**config.mk**
```make
export PLATFORM = sky130hd
export DESIGN_NAME = huber_loss_and_gradient_unit
export DESIGN_NICKNAME = d
export VERILOG_FILES = /design/src/hw/rtl/hlg_pkg.sv /design/src/hw/rtl/hlg_div.sv /design/src/hw/rtl/huber_loss_and_gradient_unit.sv
export SDC_FILE = /design/constraint.sdc
export NUM_CORES = 2
export LEC_CHECK = 0
export BUFFER_PORTS_ARGS = -buffer_cell sky130_fd_sc_hd__buf_2
export CAP_MARGIN = 20
export CORE_ASPECT_RATIO = 0.5
export CORE_MARGIN = 1
export CORE_UTILIZATION = 28
export CTS_CLUSTER_DIAMETER = 40
export DETAILED_ROUTE_END_ITERATION = 16
export SKIP_CTS_REPAIR_TIMING = 1
export SLEW_MARGIN = 10
export SYNTH_ARGS = -nofsm -noshare
export SYNTH_HDL_FRONTEND = slang
export SYNTH_SLANG_ARGS = --single-unit
```
**constraint.sdc**
```tcl
create_clock -name clk_i -period 24.7 [get_ports clk_i]
set_input_delay 1.235 -clock clk_i [delete_from_list [all_inputs] [get_ports clk_i]]
set_output_delay 1.235 -clock clk_i [all_outputs]
set_load 0.05 [all_outputs]
```
**src/hw/rtl/hlg_pkg.sv**
```systemverilog
package hlg_pkg;

  localparam int FracBits  = 16;
  localparam int GradSteps = FracBits + 1;
  localparam int TermSteps = 30;
  localparam int MagW      = FracBits + 1;
  localparam int GradFullW = FracBits + 3;
  localparam int StepW     = 6;

  localparam logic [30:0] DeltaReset = 31'd65536;
  localparam logic        RegDelta   = 1'b0;

  localparam logic signed [31:0] GradMax = 32'sd131071;
  localparam logic signed [31:0] GradMin = -32'sd131072;
  localparam logic [63:0]        SumMax  = 64'h7FFF_FFFF_FFFF_FFFF;

  typedef enum logic [2:0] {
    ST_IDLE,
    ST_SQUARE,
    ST_GRAD,
    ST_TERM,
    ST_COMMIT
  } hlg_state_e;

  typedef struct packed {
    logic             start;
    logic [31:0]      rem_init;
    logic [63:0]      bits;
    logic [31:0]      divisor;
    logic [StepW-1:0] steps;
  } hlg_div_req_t;

  typedef struct packed {
    logic        done;
    logic [31:0] quotient;
  } hlg_div_rsp_t;

endpackage

```
**src/hw/rtl/hlg_div.sv**
```systemverilog
module hlg_div (
  input  logic                 clk_i,
  input  logic                 rst_ni,
  input  hlg_pkg::hlg_div_req_t req_i,
  output hlg_pkg::hlg_div_rsp_t rsp_o
);
  import hlg_pkg::*;

  logic [31:0]      rem_q, rem_d;
  logic [63:0]      bits_q, bits_d;
  logic [31:0]      div_q;
  logic [31:0]      quo_q, quo_d;
  logic [StepW-1:0] cnt_q;
  logic             run_q;
  logic             done_q;
  logic [32:0]      trial;
  logic [32:0]      diff;
  logic             ge;

  // one quotient bit per cycle, restoring form
  always_comb begin
    trial  = {rem_q, bits_q[63]};
    diff   = trial - {1'b0, div_q};
    ge     = (trial >= {1'b0, div_q});
    rem_d  = ge ? diff[31:0] : trial[31:0];
    bits_d = {bits_q[62:0], 1'b0};
    quo_d  = {quo_q[30:0], ge};
  end

  always_ff @(posedge clk_i or negedge rst_ni) begin
    if (!rst_ni) begin
      run_q  <= 1'b0;
      done_q <= 1'b0;
      cnt_q  <= '0;
    end else begin
      done_q <= 1'b0;
      if (req_i.start) begin
        run_q <= 1'b1;
        cnt_q <= req_i.steps;
      end else if (run_q) begin
        cnt_q <= cnt_q - StepW'(1);
        if (cnt_q == StepW'(1)) begin
          run_q  <= 1'b0;
          done_q <= 1'b1;
        end
      end
    end
  end

  always_ff @(posedge clk_i) begin
    if (req_i.start) begin
      rem_q  <= req_i.rem_init;
      bits_q <= req_i.bits;
      div_q  <= req_i.divisor;
      quo_q  <= '0;
    end else if (run_q) begin
      rem_q  <= rem_d;
      bits_q <= bits_d;
      quo_q  <= quo_d;
    end
  end

  assign rsp_o.done     = done_q;
  assign rsp_o.quotient = quo_q;

endmodule

```
**src/hw/rtl/huber_loss_and_gradient_unit.sv**
```systemverilog
// channel  | direction | handshake                       | payload
// ---------+-----------+---------------------------------+---------------------------------------
// input    | in        | in_valid_i / in_stall_o         | x_value_i, is_last_i
// output   | out       | out_valid_o / out_stall_i       | gradient_o, loss_sum_o, loss_final_o
// config   | in        | psel_i, penable_i, pwrite_i     | paddr_i, pwdata_i, prdata_o
//
// each beat starts with a 32x32 square, then the shared radix-2 divider
// runs 17 steps for the gradient and 30 steps for the loss term when |x| <= delta;
// beyond the threshold the divider is skipped
// in_stall_o is high from acceptance until the result is handed to the output register
// a finished result waits in the output register while out_stall_i is high
// reset clears the running loss and loads delta with one in fixed point
module huber_loss_and_gradient_unit (
  input  logic               clk_i,
  input  logic               rst_ni,
  input  logic               in_valid_i,
  output logic               in_stall_o,
  input  logic signed [31:0] x_value_i,
  input  logic               is_last_i,
  output logic               out_valid_o,
  input  logic               out_stall_i,
  output logic signed [17:0] gradient_o,
  output logic signed [63:0] loss_sum_o,
  output logic               loss_final_o,
  input  logic               psel_i,
  input  logic               penable_i,
  input  logic               pwrite_i,
  input  logic [2:0]         paddr_i,
  input  logic [31:0]        pwdata_i,
  output logic [31:0]        prdata_o,
  output logic               pready_o
);
  import hlg_pkg::*;

  hlg_state_e   state_q, state_d;
  hlg_div_req_t div_req;
  hlg_div_rsp_t div_rsp;

  logic [30:0]      delta_q;
  logic [31:0]      ax_q;
  logic [30:0]      d_q;
  logic             neg_q;
  logic             last_q;
  logic [63:0]      sq_q;
  logic [MagW-1:0]  mag_q;
  logic [31:0]      term_q;
  logic [63:0]      acc_q, acc_d;

  logic             out_valid_q;
  logic [17:0]      grad_q;
  logic [63:0]      sum_q;
  logic             final_q;

  logic             in_accept;
  logic             out_free;
  logic             in_band;
  logic             commit;
  logic [31:0]      ax_new;
  logic [63:0]      ng;
  logic [64:0]      sum_full;
  logic [63:0]      sum_sat;
  logic signed [GradFullW-1:0] g_full;
  logic signed [31:0] g32;
  logic signed [31:0] g_clamp;

  assign pready_o = 1'b1;
  assign prdata_o = (paddr_i[2] == RegDelta) ? {1'b0, delta_q} : 32'd0;

  always_ff @(posedge clk_i or negedge rst_ni) begin
    if (!rst_ni) begin
      delta_q <= DeltaReset;
    end else if (psel_i && penable_i && pwrite_i && (paddr_i[2] == RegDelta)) begin
      delta_q <= pwdata_i[30:0];
    end
  end

  assign in_stall_o = (state_q != ST_IDLE);
  assign in_accept  = in_valid_i && !in_stall_o;
  assign out_free   = !out_valid_q || !out_stall_i;
  assign in_band    = (ax_q <= {1'b0, d_q});
  assign ax_new     = x_value_i[31] ? (~x_value_i + 32'd1) : x_value_i;
  assign ng         = 64'(ax_q) << FracBits;

  // next state
  always_comb begin
    state_d = state_q;
    case (state_q)
      ST_IDLE:   if (in_valid_i) state_d = ST_SQUARE;
      ST_SQUARE: state_d = in_band ? ST_GRAD : ST_COMMIT;
      ST_GRAD:   if (div_rsp.done) state_d = ST_TERM;
      ST_TERM:   if (div_rsp.done) state_d = ST_COMMIT;
      ST_COMMIT: if (out_free) state_d = ST_IDLE;
      default:   state_d = ST_IDLE;
    endcase
  end

  // divider requests and commit strobe
  always_comb begin
    div_req = '0;
    commit  = 1'b0;
    case (state_q)
      ST_SQUARE: begin
        div_req.start    = in_band;
        div_req.rem_init = 32'(ng >> GradSteps);
        div_req.bits     = ng << (64 - GradSteps);
        div_req.divisor  = {1'b0, d_q};
        div_req.steps    = StepW'(GradSteps);
      end
      ST_GRAD: begin
        div_req.start    = div_rsp.done;
        div_req.rem_init = 32'(sq_q >> TermSteps);
        div_req.bits     = sq_q << (64 - TermSteps);
        div_req.divisor  = {d_q, 1'b0};
        div_req.steps    = StepW'(TermSteps);
      end
      ST_COMMIT: commit = out_free;
      default: begin
        div_req = '0;
        commit  = 1'b0;
      end
    endcase
  end

  hlg_div u_div (
    .clk_i  (clk_i),
    .rst_ni (rst_ni),
    .req_i  (div_req),
    .rsp_o  (div_rsp)
  );

  always_ff @(posedge clk_i or negedge rst_ni) begin
    if (!rst_ni) begin
      state_q <= ST_IDLE;
    end else begin
      state_q <= state_d;
    end
  end

  always_ff @(posedge clk_i) begin
    if (in_accept) begin
      ax_q   <= ax_new;
      neg_q  <= x_value_i[31];
      last_q <= is_last_i;
      d_q    <= (delta_q == 31'd0) ? 31'd1 : delta_q;
    end
    if (state_q == ST_SQUARE) begin
      sq_q <= 64'(ax_q) * 64'(ax_q);
      if (!in_band) begin
        mag_q  <= MagW'(1) << FracBits;
        term_q <= ax_q - 32'(d_q >> 1);
      end
    end
    if ((state_q == ST_GRAD) && div_rsp.done) begin
      mag_q <= div_rsp.quotient[MagW-1:0];
    end
    if ((state_q == ST_TERM) && div_rsp.done) begin
      term_q <= div_rsp.quotient;
    end
  end

  // sign, clamp and saturating sum
  always_comb begin
    g_full = $signed({2'b00, mag_q});
    if (neg_q) begin
      g_full = -g_full;
    end
    g32 = {{(32 - GradFullW){g_full[GradFullW-1]}}, g_full};
    if (g32 > GradMax) begin
      g_clamp = GradMax;
    end else if (g32 < GradMin) begin
      g_clamp = GradMin;
    end else begin
      g_clamp = g32;
    end
    sum_full = {1'b0, acc_q} + 65'(term_q);
    sum_sat  = (sum_full > {1'b0, SumMax}) ? SumMax : sum_full[63:0];
    acc_d    = last_q ? 64'd0 : sum_sat;
  end

  always_ff @(posedge clk_i or negedge rst_ni) begin
    if (!rst_ni) begin
      acc_q       <= '0;
      out_valid_q <= 1'b0;
    end else begin
      if (commit) begin
        acc_q       <= acc_d;
        out_valid_q <= 1'b1;
      end else if (!out_stall_i) begin
        out_valid_q <= 1'b0;
      end
    end
  end

  always_ff @(posedge clk_i) begin
    if (commit) begin
      grad_q  <= g_clamp[17:0];
      sum_q   <= sum_sat;
      final_q <= last_q;
    end
  end

  assign out_valid_o  = out_valid_q;
  assign gradient_o   = $signed(grad_q);
  assign loss_sum_o   = $signed(sum_q);
  assign loss_final_o = final_q;

endmodule
```
# Yosys cells after proc, flatten, opt, wreduce, memory -nomap -nowiden
# Cells that the tools add are included.
[totals] out_inout_bits=118 in_bits=75 word_cells=102 latch_bits=0 memories=0 ramBits=0 rom_bits=0 register_bits=526
[op_classes] add_sub_neg=6 div=0 n_reduce_logical=19 mul=1 n_mux=35 n_eq_ne=12 order_cmp=5 shift=0 bitwise=2
[op_table] operator="$pmux 135 s2" count=1
[op_table] operator="$mux 64" count=4
[op_table] operator="$mux 32" count=6
[op_table] operator="$add 64x32->65" count=1
[op_table] operator="$gt 65x63->1 const B" count=1
[op_table] operator="$mul 32x32->62" count=1
[op_table] operator="$mux 31" count=2
[op_table] operator="$mux 17" count=3
[op_table] operator="$ge 33x32->1" count=1
[op_table] operator="$add 32x1->32 const B" count=1
[op_table] operator="$le 32x31->1" count=1
[op_table] operator="$not 32->32" count=1
[op_table] operator="$sub 32x30->32" count=1
[op_table] operator="$sub 32x32->32" count=1
[op_table] operator="$logic_not 31->1" count=1
[op_table] operator="$gt 19x18->1 const B" count=1
[op_table] operator="$lt 19x18->1 const B" count=1
[op_table] operator="$mux 19" count=1
[op_table] operator="$neg 17->19" count=1
[op_table] operator="$mux 18" count=1
[op_table] operator="$mux 3" count=5
[op_table] operator="$pmux 3 s5" count=1
[op_table] operator="$mux 6" count=2
[op_table] operator="$ne 2x1->1 const B" count=5
[op_table] operator="16 further kinds" count=36

# Depth between registers and ports, before layout
[logic_depth] depth_word=4 mapped_depth=32

# Modules after synthesis
# Synthesis repeated with hierarchy kept, for this count alone.
[hier_totals] cells_unflattened=5808 area_unflattened_um2=57916.8
[by_module_without_submodules] mod="huber_loss_and_gradient_unit" cells_each=5057 area_per_inst_um2=49137.1 instances=1 seq_area_each_um2=10226.1
[by_module_without_submodules] mod="hlg_div" cells_each=751 area_per_inst_um2=8779.7 instances=1 seq_area_each_um2=4684.5

# Worst setup path before layout
# OpenSTA, ideal clock, no wires.
[synth_path] path_type="reg-to-reg" from="register ax_q[6]" to="register sq_q[58] (data pin)" stages_incl_launch_ff=28 slack_ps=16716 t_arrival_ps=7849 n_path_buf=2 period_less_slack_ps=7984 cell_sequence="edfxtp_1 -> clkbuf_1 -> clkbuf_1 -> nand2_1 -> inv_1 -> fa_1 -> fa_1 -> fa_1 -> inv_1 -> fa_1 -> inv_1 -> fa_1 -> fa_1 -> fa_1 -> inv_1 -> fa_1 -> inv_1 -> ha_1 -> a21o_1 -> a21o_1 -> a2111oi_0 -> o21bai_1 -> a211oi_2 -> o2111ai_1 -> a41oi_2 -> o21ai_2 -> or4b_1 -> nand3_1"
[synth_between] elab_chain_cells=1
[synth_rtl] element="start, declared" line_no="huber_loss_and_gradient_unit.sv:40" source="logic [31:0] ax_q;"
[synth_rtl] element="start signal, assigned" line_no="huber_loss_and_gradient_unit.sv:141" source="ax_q <= ax_new;"
[synth_rtl] element="$mul 32x32->62" line_no="huber_loss_and_gradient_unit.sv:147" source="sq_q <= 64'(ax_q) * 64'(ax_q);"
[synth_rtl] element="end signal, assigned" line_no="huber_loss_and_gradient_unit.sv:147"
[synth_rtl] element="end, declared" line_no="huber_loss_and_gradient_unit.sv:44" source="logic [63:0] sq_q;"
# Every way passes these cells.
# A chain may end at the register's enable or synchronous reset.

# Final worst setup path
[layout_path] from="register ax_q[15]" to="register sq_q[58] (data pin)"
# Same word-level chain as after synthesis.

==> flow_summary.toml <==
[detailed_routing]
drt-initial-drc-count = 2513
post_drt_wl_per_cell_um = 17.7
wl_mm = 146
drt_drc_violations_left = 0
via_count = 39077
ant_nets = 0
via_per_inst = 4.72
first_pass_iters = 6

[floorplan]
core-area_sq_mm = 0.194
die_h_um = 316
placement_rows = 114
start_util = 0.284
die_width_um = 629
pin_count = 193
die_area_sq_mm = 0.199

[layout]
nets = 6881
area_growth_pct = 11.7
fill_cells = 20008
drive_above_1_share = 0.0839

[grt]
grt_pass1_wl_mm = 230
antenna_found_initial = 2
grt-ovfl-total = 0
grt_pass1_vias = 40119
grt_max_degree = 74
grt_usage = 0.147

[clock_network]
cts_max_level = 3
clockBufferDepth = 3
cts_tree = "done"
clkLatencyLatePin_ns = 0.65
cts_buffers = 79
root_buffer = "clkbuf_16"
path_clk_slew_ns = 0.06
clkSinkCount = 491

[worst_setup_path]
crit_type = "flop to flop"
crit_required_ns = 25.21
cp.arrival_ns = 10.12
worstSetupStartpointType = "flop"
crit_path_max_fanout = 29
end_kind = "flop"

[logic_synthesis]
synth-async-reset-ratio = 0.218
syn_inst = 5543
ys_top_cells_by_area = "fa_1 (29%), edfxtp_1 (19%), ha_1 (9.2%), inv_1 (7.2%), dfrtp_1 (4.8%)"
synth_top_area_share = 0.290
ys_types = 91
ys_ff_latch = 491
synth.avg_cell_area_sq_um = 9.94
synth_ff_type = "edfxtp_1"
synth_edf_count = 352
yosys_warnings = 0
netlist_area_sq_mm = 0.0551
synth_top_cell_by_area = "fa_1"
ys_seq_area_frac = 0.252

[placed_design]
place_congestion = 0.882
port_buffers = 187
hpwlAfterDp_mm = 109

[sta]
tightest_slew_ns = 1.08
skew_ns = 0.0502
fin_tns_setup_ns = 0
drv_slew = 0
period_minus_slack_ns = 9.60
fin_crit_sh = 0.389
hold_violations = 0
setup_violations = 0
relSlewSlack = 0.283
max_freq_ghz = 0.104
rsz0062_at_grt = "false"

[min_path]
hp-class = "flop to flop"

[outcome]
status = "finished, final reports clean"

[run]
cap_viol_max_count = 0
## routing by layer
metal | vias to the layer above | global-route usage | wire (um)
li1 | 18083 | - | -
met1 | 19764 | 0.195 | 64300
met2 | 1034 | 0.254 | 70500
met3 | 196 | 0.0161 | 7260
met4 | 0 | 0.0464 | 4240
met5 | - | 0 | 0
## cell families (layout without fill, tap and decap cells)
kind of cell               after synthesis  count (layout)  synth area share
other                                    2               6          0.000136
AOI/OAI and AO/OA                      817             817            0.0977
DFF                                    491             491             0.252
and+or+nand+nor                       1383            1383             0.124
buffers and inverters                 1329            1456            0.0912
muxes                                   78              78            0.0149
xor gates and xnor gates               241             241            0.0383
adders and majority gates             1202            1202             0.382
## worst max-delay path: stages (launching register included)
cell and delay (ns):
edfxtp_1 0.31, buf_4 0.53, clkinv_1 0.61, nor2_1 0.40, fa_1 0.49, fa_1 0.42
fa_1 0.52, inv_1 0.06, fa_1 0.52, inv_1 0.05, fa_1 0.52, fa_1 0.44
fa_1 0.57, inv_1 0.06, fa_1 0.53, inv_1 0.04, ha_1 0.36, a21o_1 0.19
a21o_1 0.19, a2111oi_0 0.73, o21bai_1 0.18, a211oi_2 0.32, o2111ai_1 0.25, a41oi_2 0.38
o21ai_2 0.17, or4b_1 0.51, nand3_1 0.10
## cells in the mapped netlist, types with 61 or more instances
master    count
nor2_1      213
dfrtp_1     106
inv_1      1057
a22o_1       62
fa_1        797
a21o_1       79
nand2_1     520
clkbuf_1    245
xor2_1       87
o21ai_0     202
nor3_1       61
and2_1      247
xnor2_1     154
edfxtp_1    352
ha_1        405
a21oi_1     189
nand3_1      64
## area by class of cell
cell class              instances  area, sq um  area share
repair buffers                247         1390      0.0226
well taps                    2610         3270      0.0531
multi-input cells            3724        36200       0.589
inverters                    1061         3990      0.0648
flip-flops and latches        491        13900       0.226
clock buffers                  90         2050      0.0333
clock inverters                58          722      0.0117
diodes                          3         7.51    0.000122
## flip-flops by register name (all words and copies together), names as in the netlist
name          cells
term_q           32
ax_q             32
out_valid_o       1
u_div.bits_q     30
u_div.div_q      32
state_q           3
u_div.run_q       1
u_div.quo_q      32
u_div.done_q      1
mag_q            17
neg_q             1
delta_q          31
acc_q            64
u_div.rem_q      32
loss_sum_o       64
d_q              31
last_q            1
loss_final_o      1
sq_q             61
gradient_o       18
u_div.cnt_q       6
## cells in the final DEF, fill, tap and decap left out, types with 62 or more instances in the layout
cell type	netlist	final
nand2_1	520	519
dfrtp_1	106	105
and2_1	247	246
a21oi_1	189	189
nor2_1	213	210
buf_2	13	186
ha_1	405	405
a22o_1	62	62
fa_1	797	797
xor2_1	87	87
edfxtp_1	352	352
inv_1	1057	1056
o21ai_0	202	202
xnor2_1	154	154
nand3_1	64	63
clkbuf_16	0	80
a21o_1	79	79
## final timing paths
| path | slack [ns] | end | cells after the start | startpoint |
|---|---|---|---|---|
| setup / recovery | 15.10 | sq_q[58] | 26 | ax_q[15] |
| hold reg to reg | 0.48 | u_div.bits_q[38] | 2 | sq_q[4] |
| setup reg to reg | 15.10 | sq_q[58] | 26 | ax_q[15] |
| max in group asynchronous | 22.73 | acc_q[33] | 2 | rst_ni |
| min in group asynchronous | 0.63 | acc_q[1] | 1 | rst_ni |
| hold / removal | 0.48 | u_div.bits_q[38] | 2 | sq_q[4] |
## metrics by stage
stage          utilization  std cells  area, sq um  hold slack [ns]  setup slack [ns]
3_3_place_gp         0.302       8133        58800            0.474             15.13
5_1_grt              0.317       8282        61500            0.494             14.69
2_1_floorplan            -       5544        55100            0.424             16.72
6_report             0.317       8284        61500            0.482             15.10
4_1_cts              0.317       8281        61500            0.482             15.08
3_5_place_dp         0.302       8133        58800            0.485             15.07
Power is not shown: default switching activity piles up to over one toggle a cycle in this logic, so the estimate is an artifact.
